$ cat src/rtl/core/rapp_pkg.sv
// Shared widths, register map and reset values for the rotate-and-project block.
package rapp_pkg;

	localparam int COORD_W = 16;
	localparam int TRIG_W = 16;
	localparam int TRIG_FRAC = 14;
	localparam int SCR_W = 12;
	localparam int SIZE_W = 6;
	localparam int OSIZE_W = 12;

	// Rotation intermediates
	localparam int PROD_W = COORD_W + TRIG_W;
	localparam int T_W = PROD_W + 1;
	localparam int TP_W = T_W + TRIG_W;
	localparam int TSH_W = TP_W - TRIG_FRAC;
	localparam int DEPTH_W = TSH_W + 1;

	// Divider: visible depth fits DEN_W bits, quotient saturates past QUO_W bits
	localparam int DEN_W = 27;
	localparam int QUO_W = 17;
	localparam int NUM_W = 49;
	localparam int DIV_LAT = QUO_W + 1;

	localparam logic signed [DEPTH_W-1:0] DEPTH_MIN = DEPTH_W'(10 * (1 << TRIG_FRAC));
	localparam logic signed [DEPTH_W-1:0] DEPTH_MAX = DEPTH_W'(5000 * (1 << TRIG_FRAC));

	localparam int ADDR_W = 5;
	localparam logic [2:0] REG_COS_YAW   = 3'd0;
	localparam logic [2:0] REG_SIN_YAW   = 3'd1;
	localparam logic [2:0] REG_COS_PITCH = 3'd2;
	localparam logic [2:0] REG_SIN_PITCH = 3'd3;
	localparam logic [2:0] REG_HALF_W    = 3'd4;
	localparam logic [2:0] REG_HALF_H    = 3'd5;
	localparam logic [2:0] REG_FOCAL     = 3'd6;

	localparam logic signed [TRIG_W-1:0] TRIG_ONE = TRIG_W'(1 << TRIG_FRAC);
	localparam logic [SCR_W-1:0] HALF_W_RST = SCR_W'(400);
	localparam logic [SCR_W-1:0] HALF_H_RST = SCR_W'(300);
	localparam logic [SCR_W-1:0] FOCAL_RST  = SCR_W'(500);

endpackage

$ cat src/rtl/core/rapp_div.sv
// Pipelined restoring divider with an overflow flag, one quotient bit per stage.
module rapp_div (
	input  logic                          clk,
	input  logic                          en,
	input  logic [rapp_pkg::NUM_W-1:0]    num,
	input  logic [rapp_pkg::DEN_W-1:0]    den,
	output logic [rapp_pkg::QUO_W-1:0]    quo,
	output logic                          ovf
);
	import rapp_pkg::*;

	logic [DEN_W-1:0] rem_s [0:QUO_W];
	logic [DEN_W-1:0] den_s [0:QUO_W];
	logic [QUO_W-1:0] bits_s [0:QUO_W];
	logic             ovf_s [0:QUO_W];

	logic [DEN_W:0] trial [1:QUO_W];
	logic           ge [1:QUO_W];
	logic [DEN_W:0] diff [1:QUO_W];

	always_comb begin
		for (int k = 1; k <= QUO_W; k++) begin
			trial[k] = {rem_s[k-1], bits_s[k-1][QUO_W-1]};
			ge[k] = trial[k] >= {1'b0, den_s[k-1]};
			diff[k] = trial[k] - {1'b0, den_s[k-1]};
		end
	end

	// Low numerator bits shift out at the top while quotient bits shift in below.
	always_ff @(posedge clk) begin
		if (en) begin
			ovf_s[0] <= num[NUM_W-1:QUO_W] >= (NUM_W-QUO_W)'(den);
			rem_s[0] <= num[QUO_W+DEN_W-1:QUO_W];
			bits_s[0] <= num[QUO_W-1:0];
			den_s[0] <= den;
			for (int k = 1; k <= QUO_W; k++) begin
				ovf_s[k] <= ovf_s[k-1];
				den_s[k] <= den_s[k-1];
				rem_s[k] <= ge[k] ? diff[k][DEN_W-1:0] : trial[k][DEN_W-1:0];
				bits_s[k] <= {bits_s[k-1][QUO_W-2:0], ge[k]};
			end
		end
	end

	assign quo = bits_s[QUO_W];
	assign ovf = ovf_s[QUO_W];

endmodule
$ cat config.mk
export PLATFORM = sky130hd
export DESIGN_NAME = rapp_div
export DESIGN_NICKNAME = d
export VERILOG_FILES = /design/src/rtl/core/rapp_pkg.sv /design/src/rtl/core/rapp_div.sv
export SDC_FILE = /design/constraint.sdc
export NUM_CORES = 2
export LEC_CHECK = 0
export BUFFER_PORTS_ARGS = -buffer_cell sky130_fd_sc_hd__buf_2
export CAP_MARGIN = 15
export CORE_AREA = 2 2 417 419
export DETAILED_ROUTE_END_ITERATION = 8
export DIE_AREA = 0 0 419 421
export PLACE_DENSITY = 0.62
export SLEW_MARGIN = 25
export SYNTH_ARGS = -nofsm -noshare
export SYNTH_HDL_FRONTEND = slang
export SYNTH_SLANG_ARGS = --single-unit
$ cat constraint.sdc
create_clock -name clk -period 3.1 [get_ports clk]
set_input_delay 0.31 -clock clk [delete_from_list [all_inputs] [get_ports clk]]
set_output_delay 0.31 -clock clk [all_outputs]
set_load 0.02 [all_outputs]
Yosys cells after proc, flatten, opt, wreduce, memory -nomap -nowiden
Memory sizes are Yosys's and may differ from the RTL's. Cells that the tools add are included. W data, S select, Z words.

Add/subtract/negate cells: 17. $lt $le $gt $ge: 18. Multiplexer cells: 19.

Operators by type and width (number): $ge A28 B27 Y1 (17); $mux W27 (17); $sub A27 B27 Y27 (17); $ge A32 B27 Y1 (1); $mux W1 (2).

Memories: 4. Logic and storage cells: 58. Register bits: 0. Memory bits (writable): 1296. Output and inout port bits: 18.

Memory list: den_s (depth 18, bits a word 27, rd ports 17, clocked after memory_dff 0, write ports 18, RTL line rapp_div.sv:13) `logic [DEN_W-1:0] den_s [0:QUO_W];`; rem_s (depth 18, bits a word 27, rd ports 17, clocked after memory_dff 0, write ports 18, RTL line rapp_div.sv:12) `logic [DEN_W-1:0] rem_s [0:QUO_W];`; bits_s (depth 18, bits a word 17, rd ports 18, clocked after memory_dff 0, write ports 18, RTL line rapp_div.sv:14) `logic [QUO_W-1:0] bits_s [0:QUO_W];`; ovf_s (depth 18, bits a word 1, rd ports 18, clocked after memory_dff 0, write ports 18, RTL line rapp_div.sv:15) `logic ovf_s [0:QUO_W];`.

Logic depth before layout (Yosys ltp)
Depth after elaboration: 2. Gate-level depth with buffers: 15.

Worst setup path before layout
OpenSTA, ideal clock, no wires.

Path kind: flip-flop to flip-flop. Start point: memory den_s[6][0]. End point: memory rem_s[7][21] (data pin). Cell stages (with the launch flop): 13. Slack: -0.056 ns. Arrival time: 2.896 ns. Buffers on the path: 1. Cells stage by stage: edfxtp_1 -> ha_1 -> fa_1 -> nor2b_1 -> o31ai_2 -> a211oi_1 -> o31ai_1 -> o21ai_1 -> a31oi_1 -> nand2b_1 -> a22oi_4 -> buf_6 -> mux2_2.

RTL lines (RTL line): start, declared (rapp_div.sv:13); end, declared (rapp_div.sv:12).

==> impl_metrics.csv <==
group,metric,value,unit
synthesis,synth_top_family_by_area,"compound AO/OA/AOI/OAI gates",
worst_setup_path,slowest_delay,0.42,ns
synthesis,avgSynthCellArea,11.6,um^2
sta,worst_slew_pin_slew,0.760,ns
sta,skew,0.0534,ns
worst_setup_path,worstPathRequired,3.64,ns
cts,numCtsBuffers,146,
finish,fin_area,86400,um^2
route,first_iter_violations,3319,
worst_setup_path,reg2reg_to,"rem_s[7][3]$_DFFE_PP_",
synthesis,synthAdderAreaFrac,9.59,%
synthesis,synthMuxAreaShare,2.22,%
pwr,p_leak,0.0363,uW
place,portBuffers,95,
synthesis,ys_types,98,
route,viasPerCell,5.14,
cts,path_clk_slew,0.06,ns
pwr,p_seq_share,29.4,%
grt,grt_pass1_wl,265,mm
pwr,sw_frac_of_total,37.0,%
pwr,finalPower,93300,uW
run_status,outcome,"finished with violations",
synthesis,syn_nets,6354,
sta,timing.final.crit_share,105,%
synthesis,ys_seq_area_share,55.9,%
worst_hold_path,worstHoldEndpoint,"bits_s[0][15]$_DFFE_PP_",
route,postRouteAntennaNets,0,
synthesis,synth-compound-area-share,14.0,%
grt,grt.total_usage,19.2,%
synthesis,syn-instance-count,5774,
cts,clkLatencyLatePin,0.81,ns
worst_setup_path,r2r_cells,14,
sta,layout_setup_ws,-0.166,ns
cts,cts_tree,"done",
floorplan,num_rows,153,
finish,fillers,14900,
worst_setup_path,r2r_start,"den_s[6][0]$_DFFE_PP_",
sta,setup_viol,69,
cts,htreeDepth,4,
synthesis,yosys_warnings,0,
worst_setup_path,crit_chain,"ha_4 -> fa_2 -> nor2b_4 -> o31ai_4 -> a211oi_2 -> buf_4 -> o31ai_4 -> o21ai_2 -> a31oi_2 -> nand2b_4 -> a22oi_4 -> buf_4 -> buf_8 -> mux2_4",
route,num_vias,48200,
floorplan,start_util,38.7,%
synthesis,synth-edff-count,1242,
route,wl_per_cell,18.7,um
worst_hold_path,hold_depth,2,
synthesis,synthFlopType,"edfxtp_1",
cts,cts.sinks,1242,
grt,grt-ovfl-total,0,
worst_setup_path,arrival,3.81,ns
worst_setup_path,start_kind,"register",
pwr,power_frac_comb,51.7,%
pwr,power_frac_clock,19.0,%
pwr,max-vdd-ir-drop,0.719,mV
place,placed_cell_area,76000,um^2
worst_hold_path,hold_path.class,"input pin to register",
finish,drive_above_1_share,26.2,%
sta,finalHoldViolCount,0,
floorplan,io_pins,96,
floorplan,dieArea,176000,um^2
worst_hold_path,worstHoldStart,"num[15]",
finish,nets,7510,
synthesis,synth_xor_area_share,4.40,%
synthesis,syn-cell-area,66700,um^2
route,first_pass_iters,8,
worst_setup_path,cp-end-kind,"register",
worst_setup_path,slowest_stage,"edfxtp_1",
synthesis,synth_seq_cells,1242,
grt,antenna_found_initial,1,
place,hpwl,129,mm
cts,cts_root_buffer,"clkbuf_16",
sta,maxSlewHeadroom,49.3,%
route,drt_wl_total,176,mm
sta,maxSlewViolCount,0,
sta,fin_crit,3.27,ns
route,drc,0,
worst_setup_path,regToRegSetupSlack,-0.17,ns
floorplan,coreArea,172000,um^2
worst_setup_path,cp_max_fo,6,
worst_setup_path,path_class,"register to register",
pwr,power_density,1080,nW/um^2
sta,finalSetupTns,-5.80,ns
floorplan,die_h,421,um
synthesis,yosys.area_share.simple,9.60,%
place,routabilityCongestion,0.921,
run_status,violations,"negative setup slack",
sta,rsz0062_at_grt,"true",
pwr,p_int,58800,uW
finish,antenna_cells,0,
pwr,switchingPower,34500,uW
cts,clk_path_buf_depth,3,
finish,syn_to_final_growth,29.5,%
run,drv.max_cap_violation_count,0,
synthesis,async_flop_share,0,%
grt,grt_pass1_vias,48800,
sta,fmax,306,MHz
floorplan,fp.dieW,419,um
grt,grt_max_degree,123,
==> per-layer routing <==
metal / part of all wire [%] / vias to the layer above / global-route usage, %
li1: - / 23600 / -
met1: 38 / 23000 / 20.8
met4: 6.2 / 0 / 10.8
met2: 53 / 1098 / 35.7
met5: 0 / - / 0
met3: 3.4 / 484 / 2.73
==> power groups by stage <==
stage	Combinational [uW]	Clock (uW)	Sequential, uW
final	48200	17700	27400
after floorplan	25500	0	25900
after CTS	43400	18200	27300
after global routing	52400	18800	27700
after global placement	39300	0	27600
after detailed placement	39800	0	27600
==> synth_stat cells (10+ instances only) <==
master | instances | share of area [%]
mux2i_1 | 18 | 0.27
xor2_1 | 147 | 1.9
or3_1 | 25 | 0.23
o31a_1 | 16 | 0.21
a21boi_0 | 18 | 0.20
and3_1 | 41 | 0.38
ha_1 | 486 | 9.1
nor2_1 | 312 | 1.8
o41ai_1 | 13 | 0.17
o21ai_0 | 389 | 2.9
nand3b_1 | 10 | 0.11
fa_1 | 16 | 0.48
o31ai_1 | 41 | 0.46
nand2_1 | 440 | 2.5
o21bai_1 | 41 | 0.46
a31o_2 | 10 | 0.13
nor2b_1 | 69 | 0.65
nand3_1 | 94 | 0.70
a21oi_1 | 422 | 3.2
and4_1 | 23 | 0.30
edfxtp_1 | 1242 | 56
nor3b_1 | 11 | 0.12
a211o_1 | 20 | 0.26
nand2b_1 | 74 | 0.69
mux2_2 | 110 | 1.9
o211ai_1 | 34 | 0.38
a21o_1 | 205 | 2.3
a31oi_1 | 49 | 0.46
a2111oi_0 | 10 | 0.13
o2111ai_1 | 11 | 0.14
clkbuf_1 | 92 | 0.52
xnor2_1 | 188 | 2.5
nor3_1 | 74 | 0.55
and2_1 | 17 | 0.16
o21a_1 | 65 | 0.73
nor4_1 | 19 | 0.18
a211oi_1 | 52 | 0.58
or2_2 | 19 | 0.18
buf_2 | 21 | 0.16
inv_1 | 607 | 3.4
nand4_1 | 80 | 0.75
==> critical path: cells and delay by family (launching register included) <==
| kind | cells | cell delay [ns] |
|---|---|---|
| adder cells (fa/ha/maj) | 2 | 0.57 |
| flip-flops | 1 | 0.42 |
| multiplexers | 1 | 0.30 |
| AND/OR/NAND/NOR | 2 | 0.33 |
| buffers and inverters | 3 | 0.47 |
| AO/OA/AOI/OAI | 6 | 0.91 |
==> placed cells by master (no fill, tap or decap), types with 30 or more instances in the layout <==
cell / n
edfxtp_1: 1242
buf_4: 843
inv_1: 588
ha_1: 452
nand2_1: 409
a21oi_1: 368
nor2_1: 292
o21ai_0: 263
a21o_1: 204
xnor2_1: 185
clkbuf_16: 164
xor2_1: 146
buf_2: 96
nand3_1: 89
nand4_1: 80
o21ai_1: 72
dlygate4sd3_1: 72
nand2b_1: 71
nor3_1: 64
mux2_4: 64
o21a_1: 63
o21ai_2: 60
nor2b_1: 59
mux2_2: 51
buf_12: 50
a21oi_2: 47
buf_6: 47
o21bai_1: 39
and3_1: 38
a31oi_1: 38
o211ai_1: 34
a211oi_1: 30
==> state kept, by name, indices dropped and copies added, names as in the netlist <==
name / flops
bits_s: 306
ovf_s: 18
den_s: 459
rem_s: 459
==> logic make-up after synthesis <==
| group | after synthesis |
|---|---|
| muxes | 133 |
| buffers and inverters | 741 |
| adders and majority gates | 502 |
| DFF | 1242 |
| and+or+nand+nor | 1335 |
| xor gates and xnor gates | 335 |
| AOI/OAI and AO/OA | 1486 |
==> layout make-up <==
class,instances,area (um^2),area share [%]
Clock buffer,172,3790,4.39
Clock inverter,95,1160,1.35
Inverter,611,2320,2.68
Multi-Input combinational cell,3793,29200,33.8
Sequential cell,1242,37300,43.2
Tap cell,2325,2910,3.37
Timing Repair Buffer,1136,9700,11.2
==> worst max-delay path by stage <==
stage                                        from                     end  slack, ns  depth (start not counted)
after floorplan             rem_s[0][1]$_DFFE_PP_  rem_s[1][21]$_DFFE_PP_    -0.0006                         11
after global placement    bits_s[3][16]$_DFFE_PP_  rem_s[4][26]$_DFFE_PP_      -0.55                         16
after global routing        den_s[6][0]$_DFFE_PP_  rem_s[7][19]$_DFFE_PP_      -0.26                         14
final                       den_s[6][0]$_DFFE_PP_   rem_s[7][3]$_DFFE_PP_      -0.17                         14
after detailed placement  bits_s[3][16]$_DFFE_PP_  rem_s[4][26]$_DFFE_PP_      -0.55                         16
after CTS                 bits_s[0][16]$_DFFE_PP_  rem_s[1][15]$_DFFE_PP_      -0.15                         12
==> per-stage QoR <==
stage | hold WS [ns] | instances | setup WS, ns | util (%)
final | 0.221 | 9374 | -0.166 | 50.1
after global routing | 0.171 | 9374 | -0.257 | 50.1
after CTS | 0.145 | 9286 | -0.147 | 48.5
after detailed placement | 0.405 | 8860 | -0.551 | 44.1
after global placement | 0.400 | 8860 | -0.548 | 44.1
after floorplan | 0.400 | 5774 | -0.000604 | -
==> what timing repair did <==
item,in CTS,in global routing
resized for setup,283,497
setup endpoints to repair,348,414
pin swaps,81,159
hold endpoints to repair,127,0
hold buffers,72,0
cloned,13,21
setup buffers,75,86
Note: power is estimated with default switching activity, not from simulation.
